$ cat config.mk
export PLATFORM = sky130hd
export DESIGN_NAME = line_sensor_pid_steering_flat
export DESIGN_NICKNAME = d
export VERILOG_FILES = /design/src/lsps_pkg.sv /design/src/lsps_if.sv /design/src/lsps_sense.sv /design/src/lsps_div.sv /design/src/lsps_sermul.sv /design/src/line_sensor_pid_steering.sv /design/src/flat_wrapper.sv
export VERILOG_INCLUDE_DIRS = /design/src /design/src/src
export SDC_FILE = /design/constraint.sdc
export NUM_CORES = 2
export LEC_CHECK = 0
export BUFFER_PORTS_ARGS = -buffer_cell sky130_fd_sc_hd__buf_2
export CORE_MARGIN = 1
export CORE_UTILIZATION = 35
export CTS_CLUSTER_DIAMETER = 120
export CTS_CLUSTER_SIZE = 20
export DETAILED_ROUTE_END_ITERATION = 8
export PLACE_DENSITY_LB_ADDON = 0.25
export SLEW_MARGIN = 30
export SYNTH_ARGS = -nofsm -noshare
export SYNTH_HDL_FRONTEND = slang
export SYNTH_SLANG_ARGS = --single-unit
$ cat constraint.sdc
create_clock -name clock -period 4.6 [get_ports clock]
set_clock_uncertainty 0.05 [all_clocks]
set_input_delay 0.23 -clock clock [delete_from_list [all_inputs] [get_ports clock]]
set_output_delay 0.23 -clock clock [all_outputs]
set_load 0.1 [all_outputs]
$ cat src/assert_macros.svh
// assertion macros used by the top level rtl file
`ifndef ASSERT_MACROS_SVH
`define ASSERT_MACROS_SVH
`ifndef SYNTHESIS
`define LSPS_ASSERT_IMP(label, clk, rst, pre, post) \
   label: assert property (@(posedge clk) disable iff (rst) (pre) |-> (post)) \
      else $error("same-cycle check failed");
`define LSPS_ASSERT_NXT(label, clk, rst, pre, post) \
   label: assert property (@(posedge clk) disable iff (rst) (pre) |=> (post)) \
      else $error("next-cycle check failed");
`else
`define LSPS_ASSERT_IMP(label, clk, rst, pre, post)
`define LSPS_ASSERT_NXT(label, clk, rst, pre, post)
`endif
`endif

$ cat src/lsps_pkg.sv
// types, constants and codes of the line sensor pid steering block
package lsps_pkg;

   localparam int READING_BITS  = 10;
   localparam int INTEGRAL_BITS = 32;

   localparam int SENSOR_COUNT = 8;
   localparam int THR_BITS     = 10;
   localparam int GAIN_BITS    = 24;
   localparam int GAIN_FRAC    = 16;
   localparam int SPEED_BITS   = 16;
   localparam int ERR_BITS     = 16;
   localparam int ERR_FRAC     = 8;
   localparam int CSR_IDX_BITS = 3;
   localparam int CSR_DATA_BITS = 24;

   localparam int CMP_BITS  = (READING_BITS > THR_BITS) ? READING_BITS : THR_BITS;
   localparam int CNT_BITS  = $clog2(SENSOR_COUNT + 1);
   localparam int WSUM_BITS = 9;
   localparam int QUO_BITS  = WSUM_BITS + ERR_FRAC;
   localparam int DIV_CNT_BITS = $clog2(QUO_BITS + 1);
   localparam int DIFF_BITS = ERR_BITS + 1;
   localparam int LANE_BITS = (INTEGRAL_BITS > DIFF_BITS) ? INTEGRAL_BITS : DIFF_BITS;
   localparam int MUL_CNT_BITS = $clog2(GAIN_BITS + 1);
   localparam int PROD_BITS = LANE_BITS + 1 + GAIN_BITS - GAIN_FRAC;
   localparam int SUM_BITS  = PROD_BITS + 2;

   typedef logic [READING_BITS-1:0]        reading_type;
   typedef logic signed [ERR_BITS-1:0]     err_type;
   typedef logic signed [DIFF_BITS-1:0]    diff_type;
   typedef logic signed [INTEGRAL_BITS-1:0] integ_type;
   typedef logic signed [LANE_BITS-1:0]    lane_type;
   typedef logic signed [PROD_BITS-1:0]    prod_type;
   typedef logic signed [SUM_BITS-1:0]     sum_type;
   typedef logic signed [QUO_BITS:0]       quo_ext_type;

   typedef struct packed {
      logic [CNT_BITS-1:0]  count;
      logic [WSUM_BITS-1:0] wsum;
   } sense_type;

   localparam logic [6:0] SENSOR_WEIGHT [SENSOR_COUNT] =
      '{7'd10, 7'd20, 7'd30, 7'd40, 7'd50, 7'd60, 7'd70, 7'd80};

   localparam int      ERR_OFFSET = 45 * 256;
   localparam err_type ERR_ALL_ON = 16'sd25600;

   localparam integ_type INTEG_MAX = {1'b0, {(INTEGRAL_BITS-1){1'b1}}};
   localparam integ_type INTEG_MIN = {1'b1, {(INTEGRAL_BITS-1){1'b0}}};

   localparam logic [THR_BITS-1:0]   THR_RESET    = 10'd900;
   localparam logic [GAIN_BITS-1:0]  GP_RESET     = 24'd65536;
   localparam logic [GAIN_BITS-1:0]  GD_RESET     = 24'd655360;
   localparam logic [GAIN_BITS-1:0]  GI_RESET     = 24'd66;
   localparam logic [SPEED_BITS-1:0] LIMIT_RESET  = 16'd1792;
   localparam logic [SPEED_BITS-1:0] CRUISE_RESET = 16'd1280;

   typedef enum logic [CSR_IDX_BITS-1:0] {
      CSR_THRESHOLD = 3'd0,
      CSR_GAIN_P    = 3'd1,
      CSR_GAIN_D    = 3'd2,
      CSR_GAIN_I    = 3'd3,
      CSR_LIMIT     = 3'd4,
      CSR_CRUISE    = 3'd5
   } csr_index_type;

   typedef enum logic [2:0] {
      ST_IDLE,
      ST_CLASSIFY,
      ST_DIVIDE,
      ST_INTEG,
      ST_MULT,
      ST_SUM,
      ST_SPEED,
      ST_FINISH
   } state_type;

endpackage

$ cat src/lsps_if.sv
// request, response and register write channel interfaces
interface lsps_req_if import lsps_pkg::*; ();
   logic        valid;
   logic        ready;
   reading_type right_far;
   reading_type right_mid;
   reading_type right_near;
   reading_type right_center;
   reading_type left_center;
   reading_type left_near;
   reading_type left_mid;
   reading_type left_far;

   modport source (output valid, right_far, right_mid, right_near, right_center,
                   left_center, left_near, left_mid, left_far, input ready);
   modport sink (input valid, right_far, right_mid, right_near, right_center,
                 left_center, left_near, left_mid, left_far, output ready);
endinterface

interface lsps_rsp_if import lsps_pkg::*; ();
   logic                  valid;
   logic                  ready;
   logic [SPEED_BITS-1:0] left_cmd;
   logic [SPEED_BITS-1:0] right_cmd;
   err_type               line_error;
   logic                  line_lost;

   modport source (output valid, left_cmd, right_cmd, line_error, line_lost,
                   input ready);
   modport sink (input valid, left_cmd, right_cmd, line_error, line_lost,
                 output ready);
endinterface

interface lsps_csr_if import lsps_pkg::*; ();
   logic                     valid;
   logic                     ready;
   logic [CSR_IDX_BITS-1:0]  index;
   logic [CSR_DATA_BITS-1:0] data;

   modport source (output valid, index, data, input ready);
   modport sink (input valid, index, data, output ready);
endinterface

$ cat src/lsps_sense.sv
// sensor threshold compare with active count and weight sum
module lsps_sense import lsps_pkg::*; (
   input  reading_type         readings [SENSOR_COUNT],
   input  logic [THR_BITS-1:0] threshold,
   output sense_type           sense
);

   logic [CNT_BITS-1:0]  cnt;
   logic [WSUM_BITS-1:0] ws;

   always_comb begin
      cnt = '0;
      ws  = '0;
      for (int k = 0; k < SENSOR_COUNT; k++) begin
         if (CMP_BITS'(readings[k]) < CMP_BITS'(threshold)) begin
            ws  = ws + WSUM_BITS'(SENSOR_WEIGHT[k]);
            cnt = cnt + CNT_BITS'(1);
         end
      end
   end

   assign sense.count = cnt;
   assign sense.wsum  = ws;

endmodule

$ cat src/lsps_div.sv
// restoring divider, one quotient bit per cycle
module lsps_div import lsps_pkg::*; (
   input  logic                clock,
   input  logic                reset,
   input  logic                start,
   input  logic [QUO_BITS-1:0] dividend,
   input  logic [CNT_BITS-1:0] divisor,
   output logic                ready,
   output logic [QUO_BITS-1:0] quotient
);

   logic [DIV_CNT_BITS-1:0] cnt_ff, cnt_in;
   logic [QUO_BITS-1:0]     q_ff, q_in;
   logic [CNT_BITS-1:0]     rem_ff, rem_in;
   logic [CNT_BITS-1:0]     dvs_ff;
   logic [CNT_BITS:0]       trial;
   logic [CNT_BITS:0]       diff;
   logic                    ge;

   always_comb begin
      trial  = {rem_ff, q_ff[QUO_BITS-1]};
      ge     = trial >= {1'b0, dvs_ff};
      diff   = trial - {1'b0, dvs_ff};
      cnt_in = cnt_ff;
      q_in   = q_ff;
      rem_in = rem_ff;
      if (start) begin
         cnt_in = DIV_CNT_BITS'(QUO_BITS);
         q_in   = dividend;
         rem_in = '0;
      end else if (cnt_ff != '0) begin
         cnt_in = cnt_ff - DIV_CNT_BITS'(1);
         q_in   = {q_ff[QUO_BITS-2:0], ge};
         rem_in = ge ? diff[CNT_BITS-1:0] : trial[CNT_BITS-1:0];
      end
   end

   always_ff @(posedge clock) begin
      if (reset) begin
         cnt_ff <= '0;
      end else begin
         cnt_ff <= cnt_in;
      end
   end

   always_ff @(posedge clock) begin
      q_ff   <= q_in;
      rem_ff <= rem_in;
      if (start) begin
         dvs_ff <= divisor;
      end
   end

   assign ready    = (cnt_ff == '0);
   assign quotient = q_ff;

endmodule

$ cat src/lsps_sermul.sv
// serial-parallel multiplier, one gain bit per cycle, result floored by the gain fraction
module lsps_sermul import lsps_pkg::*; (
   input  logic                 clock,
   input  logic                 reset,
   input  logic                 start,
   input  logic [GAIN_BITS-1:0] gain,
   input  lane_type             operand,
   output logic                 ready,
   output prod_type             product
);

   logic [MUL_CNT_BITS-1:0]  cnt_ff, cnt_in;
   logic signed [LANE_BITS:0] hi_ff, hi_in;
   logic signed [LANE_BITS:0] x_ext;
   logic signed [LANE_BITS:0] part;
   logic [GAIN_BITS-1:0]     lo_ff, lo_in;
   logic [GAIN_BITS-1:0]     g_ff, g_in;
   lane_type                 x_ff;

   always_comb begin
      x_ext  = {x_ff[LANE_BITS-1], x_ff};
      part   = hi_ff + (g_ff[0] ? x_ext : '0);
      cnt_in = cnt_ff;
      hi_in  = hi_ff;
      lo_in  = lo_ff;
      g_in   = g_ff;
      if (start) begin
         cnt_in = MUL_CNT_BITS'(GAIN_BITS);
         hi_in  = '0;
         lo_in  = '0;
         g_in   = gain;
      end else if (cnt_ff != '0) begin
         cnt_in = cnt_ff - MUL_CNT_BITS'(1);
         // arithmetic shift of the partial sum, low bit falls into the low word
         hi_in  = {part[LANE_BITS], part[LANE_BITS:1]};
         lo_in  = {part[0], lo_ff[GAIN_BITS-1:1]};
         g_in   = {1'b0, g_ff[GAIN_BITS-1:1]};
      end
   end

   always_ff @(posedge clock) begin
      if (reset) begin
         cnt_ff <= '0;
      end else begin
         cnt_ff <= cnt_in;
      end
   end

   always_ff @(posedge clock) begin
      hi_ff <= hi_in;
      lo_ff <= lo_in;
      g_ff  <= g_in;
      if (start) begin
         x_ff <= operand;
      end
   end

   assign ready   = (cnt_ff == '0);
   assign product = {hi_ff, lo_ff[GAIN_BITS-1:GAIN_FRAC]};

endmodule

$ cat src/line_sensor_pid_steering.sv
// top level of the line sensor pid steering block
//
// Takes one beat of eight line-sensor readings and returns one beat with the
// left and right wheel speeds (Q8.8, clamped to 0..speed_limit), the signed
// Q8.8 line error and a line-lost flag. Items are handled one at a time:
// a normal item goes through the classify step, the 17-bit restoring
// divider for the weighted mean, the integrate step, the three
// serial-parallel gain multipliers running side by side over the 24 gain
// bits, and the sum, speed and output steps. With every sensor on the
// divider is skipped; with no sensor on the held speeds come back and no
// loop state changes. A finished result waits in the output register
// while the next item is accepted. Registers are written through the
// csr channel, always ready; the user writes them only while the block
// is idle, as the block itself does not enforce it. Indexes beyond the
// list are ignored.

`include "assert_macros.svh"

module line_sensor_pid_steering import lsps_pkg::*; (
   input logic         clock,
   input logic         reset,
   lsps_req_if.sink    req_bus,
   lsps_rsp_if.source  rsp_bus,
   lsps_csr_if.sink    csr_bus
);

   // configuration registers
   logic [THR_BITS-1:0]   thr_ff;
   logic [GAIN_BITS-1:0]  gp_ff;
   logic [GAIN_BITS-1:0]  gd_ff;
   logic [GAIN_BITS-1:0]  gi_ff;
   logic [SPEED_BITS-1:0] limit_ff;
   logic [SPEED_BITS-1:0] cruise_ff;

   // controller state
   state_type state_ff, state_in;

   // persistent loop state
   err_type               last_err_ff;
   integ_type             integ_ff;
   logic [SPEED_BITS-1:0] held_left_ff;
   logic [SPEED_BITS-1:0] held_right_ff;

   // per-item working registers
   sense_type             sense_ff;
   err_type               err_ff;
   sum_type               sum_ff;
   logic [SPEED_BITS-1:0] res_left_ff;
   logic [SPEED_BITS-1:0] res_right_ff;
   err_type               res_err_ff;
   logic                  res_lost_ff;

   // output register
   logic                  rsp_valid_ff;
   logic [SPEED_BITS-1:0] rsp_left_ff;
   logic [SPEED_BITS-1:0] rsp_right_ff;
   err_type               rsp_err_ff;
   logic                  rsp_lost_ff;

   // controls
   logic req_take;
   logic out_free;
   logic start_div;
   logic load_err_div;
   logic load_err_full;
   logic load_lost;
   logic start_mul;
   logic load_sum;
   logic load_speed;
   logic push_out;

   // datapath nets
   reading_type         readings [SENSOR_COUNT];
   sense_type           sense_c;
   logic                div_ready;
   logic [QUO_BITS-1:0] quotient;
   quo_ext_type         err_div;
   diff_type            diff_c;
   logic signed [INTEGRAL_BITS:0] acc_sum;
   integ_type           acc_sat;
   logic                rdy_p, rdy_d, rdy_i;
   prod_type            prod_p, prod_d, prod_i;
   sum_type             pid_c;
   sum_type             cruise_ext;
   sum_type             v_left, v_right;
   logic [SPEED_BITS-1:0] spd_left_c, spd_right_c;

   function automatic logic [SPEED_BITS-1:0] clamp_speed(input sum_type v,
                                                         input logic [SPEED_BITS-1:0] lim);
      sum_type lim_ext;
      lim_ext = sum_type'({1'b0, lim});
      if (v[SUM_BITS-1]) begin
         return '0;
      end else if (v > lim_ext) begin
         return lim;
      end
      return v[SPEED_BITS-1:0];
   endfunction

   // readings in weight order, right far first
   assign readings[0] = req_bus.right_far;
   assign readings[1] = req_bus.right_mid;
   assign readings[2] = req_bus.right_near;
   assign readings[3] = req_bus.right_center;
   assign readings[4] = req_bus.left_center;
   assign readings[5] = req_bus.left_near;
   assign readings[6] = req_bus.left_mid;
   assign readings[7] = req_bus.left_far;

   lsps_sense u_sense (
      .readings  (readings),
      .threshold (thr_ff),
      .sense     (sense_c)
   );

   // weighted mean: (wsum * 256) / count
   lsps_div u_div (
      .clock    (clock),
      .reset    (reset),
      .start    (start_div),
      .dividend ({sense_ff.wsum, {ERR_FRAC{1'b0}}}),
      .divisor  (sense_ff.count),
      .ready    (div_ready),
      .quotient (quotient)
   );

   assign err_div = $signed({1'b0, quotient}) - quo_ext_type'(ERR_OFFSET);

   // derivative and saturating integral, taken in the integrate step
   always_comb begin
      diff_c  = diff_type'(err_ff) - diff_type'(last_err_ff);
      acc_sum = {{(INTEGRAL_BITS-ERR_BITS+1){err_ff[ERR_BITS-1]}}, err_ff}
              + {integ_ff[INTEGRAL_BITS-1], integ_ff};
      if (acc_sum[INTEGRAL_BITS] != acc_sum[INTEGRAL_BITS-1]) begin
         acc_sat = acc_sum[INTEGRAL_BITS] ? INTEG_MIN : INTEG_MAX;
      end else begin
         acc_sat = acc_sum[INTEGRAL_BITS-1:0];
      end
   end

   // three gain lanes, each floored to Q8.8 on its own
   lsps_sermul u_mul_p (
      .clock   (clock),
      .reset   (reset),
      .start   (start_mul),
      .gain    (gp_ff),
      .operand (lane_type'(err_ff)),
      .ready   (rdy_p),
      .product (prod_p)
   );

   lsps_sermul u_mul_d (
      .clock   (clock),
      .reset   (reset),
      .start   (start_mul),
      .gain    (gd_ff),
      .operand (lane_type'(diff_c)),
      .ready   (rdy_d),
      .product (prod_d)
   );

   lsps_sermul u_mul_i (
      .clock   (clock),
      .reset   (reset),
      .start   (start_mul),
      .gain    (gi_ff),
      .operand (lane_type'(acc_sat)),
      .ready   (rdy_i),
      .product (prod_i)
   );

   // halved pid term and wheel speeds
   always_comb begin
      pid_c       = sum_ff >>> 1;
      cruise_ext  = sum_type'({1'b0, cruise_ff});
      v_left      = cruise_ext - pid_c;
      v_right     = cruise_ext + pid_c;
      spd_left_c  = clamp_speed(v_left, limit_ff);
      spd_right_c = clamp_speed(v_right, limit_ff);
   end

   assign req_take = req_bus.valid && req_bus.ready;
   assign out_free = !rsp_valid_ff || rsp_bus.ready;

   // next state
   always_comb begin
      state_in = state_ff;
      case (state_ff)
         ST_IDLE: begin
            if (req_bus.valid) begin
               state_in = ST_CLASSIFY;
            end
         end
         ST_CLASSIFY: begin
            if (sense_ff.count == '0) begin
               state_in = ST_FINISH;
            end else if (sense_ff.count == CNT_BITS'(SENSOR_COUNT)) begin
               state_in = ST_INTEG;
            end else begin
               state_in = ST_DIVIDE;
            end
         end
         ST_DIVIDE: begin
            if (div_ready) begin
               state_in = ST_INTEG;
            end
         end
         ST_INTEG: state_in = ST_MULT;
         ST_MULT: begin
            if (rdy_p && rdy_d && rdy_i) begin
               state_in = ST_SUM;
            end
         end
         ST_SUM:   state_in = ST_SPEED;
         ST_SPEED: state_in = ST_FINISH;
         ST_FINISH: begin
            if (out_free) begin
               state_in = ST_IDLE;
            end
         end
         default: state_in = ST_IDLE;
      endcase
   end

   // controls per state
   always_comb begin
      req_bus.ready = 1'b0;
      start_div     = 1'b0;
      load_err_div  = 1'b0;
      load_err_full = 1'b0;
      load_lost     = 1'b0;
      start_mul     = 1'b0;
      load_sum      = 1'b0;
      load_speed    = 1'b0;
      push_out      = 1'b0;
      case (state_ff)
         ST_IDLE: req_bus.ready = 1'b1;
         ST_CLASSIFY: begin
            if (sense_ff.count == '0) begin
               load_lost = 1'b1;
            end else if (sense_ff.count == CNT_BITS'(SENSOR_COUNT)) begin
               load_err_full = 1'b1;
            end else begin
               start_div = 1'b1;
            end
         end
         ST_DIVIDE: load_err_div = div_ready;
         ST_INTEG:  start_mul    = 1'b1;
         ST_MULT:   ;
         ST_SUM:    load_sum     = 1'b1;
         ST_SPEED:  load_speed   = 1'b1;
         ST_FINISH: push_out     = out_free;
         default:   ;
      endcase
   end

   assign csr_bus.ready = 1'b1;

   // control registers and loop state
   always_ff @(posedge clock) begin
      if (reset) begin
         state_ff      <= ST_IDLE;
         thr_ff        <= THR_RESET;
         gp_ff         <= GP_RESET;
         gd_ff         <= GD_RESET;
         gi_ff         <= GI_RESET;
         limit_ff      <= LIMIT_RESET;
         cruise_ff     <= CRUISE_RESET;
         last_err_ff   <= '0;
         integ_ff      <= '0;
         held_left_ff  <= '0;
         held_right_ff <= '0;
         rsp_valid_ff  <= 1'b0;
      end else begin
         state_ff <= state_in;
         if (csr_bus.valid && csr_bus.ready) begin
            case (csr_bus.index)
               CSR_THRESHOLD: thr_ff    <= csr_bus.data[THR_BITS-1:0];
               CSR_GAIN_P:    gp_ff     <= csr_bus.data[GAIN_BITS-1:0];
               CSR_GAIN_D:    gd_ff     <= csr_bus.data[GAIN_BITS-1:0];
               CSR_GAIN_I:    gi_ff     <= csr_bus.data[GAIN_BITS-1:0];
               CSR_LIMIT:     limit_ff  <= csr_bus.data[SPEED_BITS-1:0];
               CSR_CRUISE:    cruise_ff <= csr_bus.data[SPEED_BITS-1:0];
               default:       ;
            endcase
         end
         // loop state moves only when the line is seen
         if (start_mul) begin
            last_err_ff <= err_ff;
            integ_ff    <= acc_sat;
         end
         if (load_speed) begin
            held_left_ff  <= spd_left_c;
            held_right_ff <= spd_right_c;
         end
         if (push_out) begin
            rsp_valid_ff <= 1'b1;
         end else if (rsp_bus.ready) begin
            rsp_valid_ff <= 1'b0;
         end
      end
   end

   // payload registers
   always_ff @(posedge clock) begin
      if (req_take) begin
         sense_ff <= sense_c;
      end
      if (load_err_full) begin
         err_ff <= ERR_ALL_ON;
      end else if (load_err_div) begin
         err_ff <= err_div[ERR_BITS-1:0];
      end
      if (load_sum) begin
         sum_ff <= sum_type'(prod_p) + sum_type'(prod_d) + sum_type'(prod_i);
      end
      if (load_lost) begin
         res_left_ff  <= held_left_ff;
         res_right_ff <= held_right_ff;
         res_err_ff   <= '0;
         res_lost_ff  <= 1'b1;
      end else if (load_speed) begin
         res_left_ff  <= spd_left_c;
         res_right_ff <= spd_right_c;
         res_err_ff   <= err_ff;
         res_lost_ff  <= 1'b0;
      end
      if (push_out) begin
         rsp_left_ff  <= res_left_ff;
         rsp_right_ff <= res_right_ff;
         rsp_err_ff   <= res_err_ff;
         rsp_lost_ff  <= res_lost_ff;
      end
   end

   assign rsp_bus.valid      = rsp_valid_ff;
   assign rsp_bus.left_cmd   = rsp_left_ff;
   assign rsp_bus.right_cmd  = rsp_right_ff;
   assign rsp_bus.line_error = rsp_err_ff;
   assign rsp_bus.line_lost  = rsp_lost_ff;

   // a lost-line beat always carries a zero error
   `LSPS_ASSERT_IMP(a_lost_zero_error, clock, reset, rsp_valid_ff && rsp_lost_ff, rsp_err_ff == '0)
   // the three gain lanes run in lockstep
   `LSPS_ASSERT_IMP(a_lanes_lockstep, clock, reset, state_ff == ST_MULT, rdy_p == rdy_d && rdy_d == rdy_i)
   // an accepted beat is classified in the next cycle
   `LSPS_ASSERT_NXT(a_accept_classify, clock, reset, req_take, state_ff == ST_CLASSIFY)

endmodule
$ cat src/flat_wrapper.sv
// flat-port wrapper written by rule: the top's interface ports become plain ports
module line_sensor_pid_steering_flat import lsps_pkg::*;
  (clock, reset, req_bus_valid, req_bus_right_far, req_bus_right_mid, req_bus_right_near, req_bus_right_center, req_bus_left_center, req_bus_left_near, req_bus_left_mid, req_bus_left_far, req_bus_ready, rsp_bus_valid, rsp_bus_left_cmd, rsp_bus_right_cmd, rsp_bus_line_error, rsp_bus_line_lost, rsp_bus_ready, csr_bus_valid, csr_bus_index, csr_bus_data, csr_bus_ready);
  lsps_req_if req_bus_i ();
  lsps_rsp_if rsp_bus_i ();
  lsps_csr_if csr_bus_i ();
  input logic clock;
  input logic reset;
  input wire logic [$bits(req_bus_i.valid)-1:0] req_bus_valid;
  input wire logic [$bits(req_bus_i.right_far)-1:0] req_bus_right_far;
  input wire logic [$bits(req_bus_i.right_mid)-1:0] req_bus_right_mid;
  input wire logic [$bits(req_bus_i.right_near)-1:0] req_bus_right_near;
  input wire logic [$bits(req_bus_i.right_center)-1:0] req_bus_right_center;
  input wire logic [$bits(req_bus_i.left_center)-1:0] req_bus_left_center;
  input wire logic [$bits(req_bus_i.left_near)-1:0] req_bus_left_near;
  input wire logic [$bits(req_bus_i.left_mid)-1:0] req_bus_left_mid;
  input wire logic [$bits(req_bus_i.left_far)-1:0] req_bus_left_far;
  output wire logic [$bits(req_bus_i.ready)-1:0] req_bus_ready;
  output wire logic [$bits(rsp_bus_i.valid)-1:0] rsp_bus_valid;
  output wire logic [$bits(rsp_bus_i.left_cmd)-1:0] rsp_bus_left_cmd;
  output wire logic [$bits(rsp_bus_i.right_cmd)-1:0] rsp_bus_right_cmd;
  output wire logic [$bits(rsp_bus_i.line_error)-1:0] rsp_bus_line_error;
  output wire logic [$bits(rsp_bus_i.line_lost)-1:0] rsp_bus_line_lost;
  input wire logic [$bits(rsp_bus_i.ready)-1:0] rsp_bus_ready;
  input wire logic [$bits(csr_bus_i.valid)-1:0] csr_bus_valid;
  input wire logic [$bits(csr_bus_i.index)-1:0] csr_bus_index;
  input wire logic [$bits(csr_bus_i.data)-1:0] csr_bus_data;
  output wire logic [$bits(csr_bus_i.ready)-1:0] csr_bus_ready;
  assign req_bus_i.valid = req_bus_valid;
  assign req_bus_i.right_far = req_bus_right_far;
  assign req_bus_i.right_mid = req_bus_right_mid;
  assign req_bus_i.right_near = req_bus_right_near;
  assign req_bus_i.right_center = req_bus_right_center;
  assign req_bus_i.left_center = req_bus_left_center;
  assign req_bus_i.left_near = req_bus_left_near;
  assign req_bus_i.left_mid = req_bus_left_mid;
  assign req_bus_i.left_far = req_bus_left_far;
  assign req_bus_ready = req_bus_i.ready;
  assign rsp_bus_valid = rsp_bus_i.valid;
  assign rsp_bus_left_cmd = rsp_bus_i.left_cmd;
  assign rsp_bus_right_cmd = rsp_bus_i.right_cmd;
  assign rsp_bus_line_error = rsp_bus_i.line_error;
  assign rsp_bus_line_lost = rsp_bus_i.line_lost;
  assign rsp_bus_i.ready = rsp_bus_ready;
  assign csr_bus_i.valid = csr_bus_valid;
  assign csr_bus_i.index = csr_bus_index;
  assign csr_bus_i.data = csr_bus_data;
  assign csr_bus_ready = csr_bus_i.ready;
  line_sensor_pid_steering u_core (.clock(clock), .reset(reset), .req_bus(req_bus_i), .rsp_bus(rsp_bus_i), .csr_bus(csr_bus_i));
endmodule
==> reports/results.tsv <==
metric	value	unit
status	complete, but fails checks	
violations	setup timing	
antenna_cells	0	
wl_per_cell	16.5	um
cpMaxStageDelayCell	or4_4	
dpl_cell_area	0.0439	mm2
worstMarginPinSlew	0.979	ns
dr.pass1.iters	5	
rsz0062_at_grt	yes	
place_congestion	0.877	
switching_power	13.4	mW
vias	32347	
fp.dieArea	0.116	mm2
setup_viol	65	
p_int	18.2	mW
grt_max_degree	171	
vias_per_cell	5.08	
clk-insertion-delay-late	0.63	ns
wl_met2	46900	um
hold_class	input port to flop	
critical_path.top_delay_family	compound AO/OA/AOI/OAI gates	
async_flop_share	0	%
hold_path_startpoint	csr_bus_index[2]	
die-width	340	um
top_layer	met4	
met1Wirelength	51600	um
ys_types	98	
crit_type	flop to flop	
synth_area	0.0400	mm2
portBuffers	162	
grt_usage	17.5	%
synth_most_common_cell	nand2_1	
cpPeakStageDelay	0.51	ns
antenna_found_initial	1	
layout_min_cycle_time	4.98	ns
cts_tree	yes	
rr_startpoint	u_core.sum_ff[2]	
seq_area	0.0162	mm2
ys_seq_elements	667	
syn_inst	4540	
drive_above_1_share	14.3	%
drtIter0Drc	2207	
critPathLaunchType	flop	
ir_worst_vdd	421	uV
synth_top_cell_area_share	21.3	%
grt_first_pass_wirelength	164000	um
multiInputGateArea	0.0235	mm2
core	0.113	mm2
cp_common_cell	a21oi_2	
maxSlewHeadroom	34.7	%
cts-root-buf	clkbuf_16	
synth_common_cells	nand2_1 (865), a21oi_1 (518), dfxtp_1 (383)	
crit_required	5.04	ns
die-height	340	um
drc	0	
synth_area_leaders	edfxtp_1 (21%), dfxtp_1 (19%), ha_1 (11%), nand2_1 (8.1%), a21oi_1 (6.5%)	
ant_nets	0	
cts_sinks	667	
crit_buf_inv	2	
period_share	108	%
path_clk_slew	0.09	ns
cp_max_fo	8	
clockBufferDepth	3	
p_sw_share	42.4	%
num_rows	123	
powerDensity	675	mW/mm2
power_frac_clock	12.5	%
gr-total-overflow	0	
final_area	0.0467	mm2
syn_nets	5049	
final_util	41.4	%
max_freq	201	MHz
numCtsBuffers	41	
worst_ep_arrival_time	5.42	ns
htree_num_levels	2	
area_growth	17.0	%
grt_pass1_vias	30415	
sequentialPowerShare	31.1	%
fin_cells	6365	
maxSlewViolCount	0	
power_frac_comb	56.4	%
wl_met3	4050	um
yosysWarnings	0	
dp_cells	6232	
cap_violations	0	
synth.avg_cell_area	8.80	um2
fill_cells	11195	
synth-seq-area-share	40.5	%
wl	105000	um
final-hold-violation-count	0	
yosys.area.top_type	edfxtp_1	
total_leakage_power	19.1	nW
setup_ws	-0.375	ns
critPathCaptureType	flop	
dp_hpwl	76000	um
finalNetCount	5343	
ys.flop_type	dfxtp_1	
start_util	35.4	%
synth_edf_count	284	
ios	164	
startpoint	u_core.sum_ff[2]	
-- flip-flops by register name, summed over array words and instances, names as in the netlist, 17 cells and up --
name	count
u_core.u_mul_i.x_ff	32
u_core.u_mul_d.hi_ff	32
u_core.gp_ff	24
u_core.integ_ff	32
u_core.gd_ff	24
u_core.u_mul_p.g_ff	24
u_core.u_mul_p.hi_ff	32
u_core.u_mul_i.hi_ff	32
u_core.u_mul_d.g_ff	24
u_core.u_div.quotient	17
u_core.sum_ff	41
u_core.u_mul_d.x_ff	17
u_core.gi_ff	24
u_core.u_mul_i.g_ff	24
-- power groups by stage --
stage	Combinational, mW	Sequential, mW	Clock (mW)
after floorplan	13.2	9.52	0
after global placement	17.2	9.92	0
after detailed placement	17.4	9.94	0
after CTS	17.6	9.81	4.10
after global routing	20.1	9.99	4.28
final	17.8	9.80	3.95
-- stage by stage --
| stage | total power [mW] | worst slack (ns) | TNS, ns | hold WS (ns) |
|---|---|---|---|---|
| 5_1_grt | 34.4 | -0.635 | -35.04 | 0.174 |
| 2_1_floorplan | 22.8 | -0.132 | -2.39 | 0.298 |
| 4_1_cts | 31.5 | -0.352 | -14.50 | 0.107 |
| 3_3_place_gp | 27.1 | -0.250 | -10.33 | 0.351 |
| 6_report | 31.6 | -0.375 | -15.76 | 0.152 |
| 3_5_place_dp | 27.3 | -0.391 | -19.25 | 0.355 |
-- kinds of logic (layout without fill, tap and decap cells) --
| group | Yosys count | after routing | synth area share, % |
|---|---|---|---|
| and+or+nand+nor | 1700 | 1700 | 18.8 |
| other | 1 | 1 | 0.00939 |
| xor gates and xnor gates | 224 | 224 | 4.96 |
| buffers and inverters | 377 | 702 | 3.61 |
| adders and majority gates | 416 | 416 | 13.8 |
| AOI/OAI and AO/OA | 1098 | 1098 | 16.8 |
| DFF | 667 | 667 | 40.5 |
| muxes | 57 | 57 | 1.47 |
-- worst min-delay path: stages --
cell	delay [ns]
buf_2	0.15
nor3_2	0.08
buf_4	0.21
nand2_1	0.09
a21oi_1	0.05
-- routing by layer --
| layer | vias to the layer above | GRT usage, % |
|---|---|---|
| li1 | 16464 | - |
| met1 | 15192 | 25.2 |
| met2 | 575 | 27.4 |
| met3 | 116 | 1.91 |
| met4 | 0 | 4.94 |
| met5 | - | 0 |
-- final cells by class --
| type | instances | area share [%] |
|---|---|---|
| inverter | 186 | 1.53 |
| clock buffer | 66 | 2.46 |
| tap | 1500 | 4.02 |
| timing repair buffer | 442 | 6.73 |
| sequential | 667 | 34.7 |
| multi-input combinational | 3496 | 50.3 |
| clock inverter | 8 | 0.278 |
-- path summary, 6_finish.rpt --
kind / slack (ns) / cells after the start / end
worst min-delay path: 0.15 / 5 / u_core.gp_ff[17]
worst max register to register: -0.38 / 26 / u_core.res_left_ff[0]
worst min register to register: 0.37 / 0 / u_core.rsp_bus.left_cmd[8]
worst max-delay path: -0.38 / 26 / u_core.res_left_ff[0]
-- layout by cell type, fill, tap and decap left out, types with 16 or more instances in the layout --
master	instances
nand2_1	863
a21oi_1	502
dfxtp_1	377
nor2_1	355
ha_1	321
edfxtp_1	284
buf_4	235
inv_1	169
buf_2	161
xnor2_1	159
o21ai_0	156
a21o_1	89
nor3_1	83
and2_1	76
nand3_1	66
a211oi_1	52
xor2_1	50
nand2b_1	48
nor2b_1	47
fa_1	46
clkbuf_16	43
dlygate4sd3_1	29
nand4_1	25
o21bai_1	25
and3_1	24
or3_1	24
o21a_1	23
o31ai_1	23
clkbuf_1	23
ha_4	22
o211ai_1	20
maj3_1	19
a31oi_1	18
a211oi_2	17
mux2i_2	17
a211o_1	16
-- what timing repair did --
item	4_1_cts	5_1_grt
buffers inserted	24	4
gates cloned	1	1
resized for setup	65	122
setup endpoints to repair	70	75
endpoints found under the hold margin	118	0
hold buffers	29	0
pin swaps	25	32
Power figures use the tool's default switching activity.
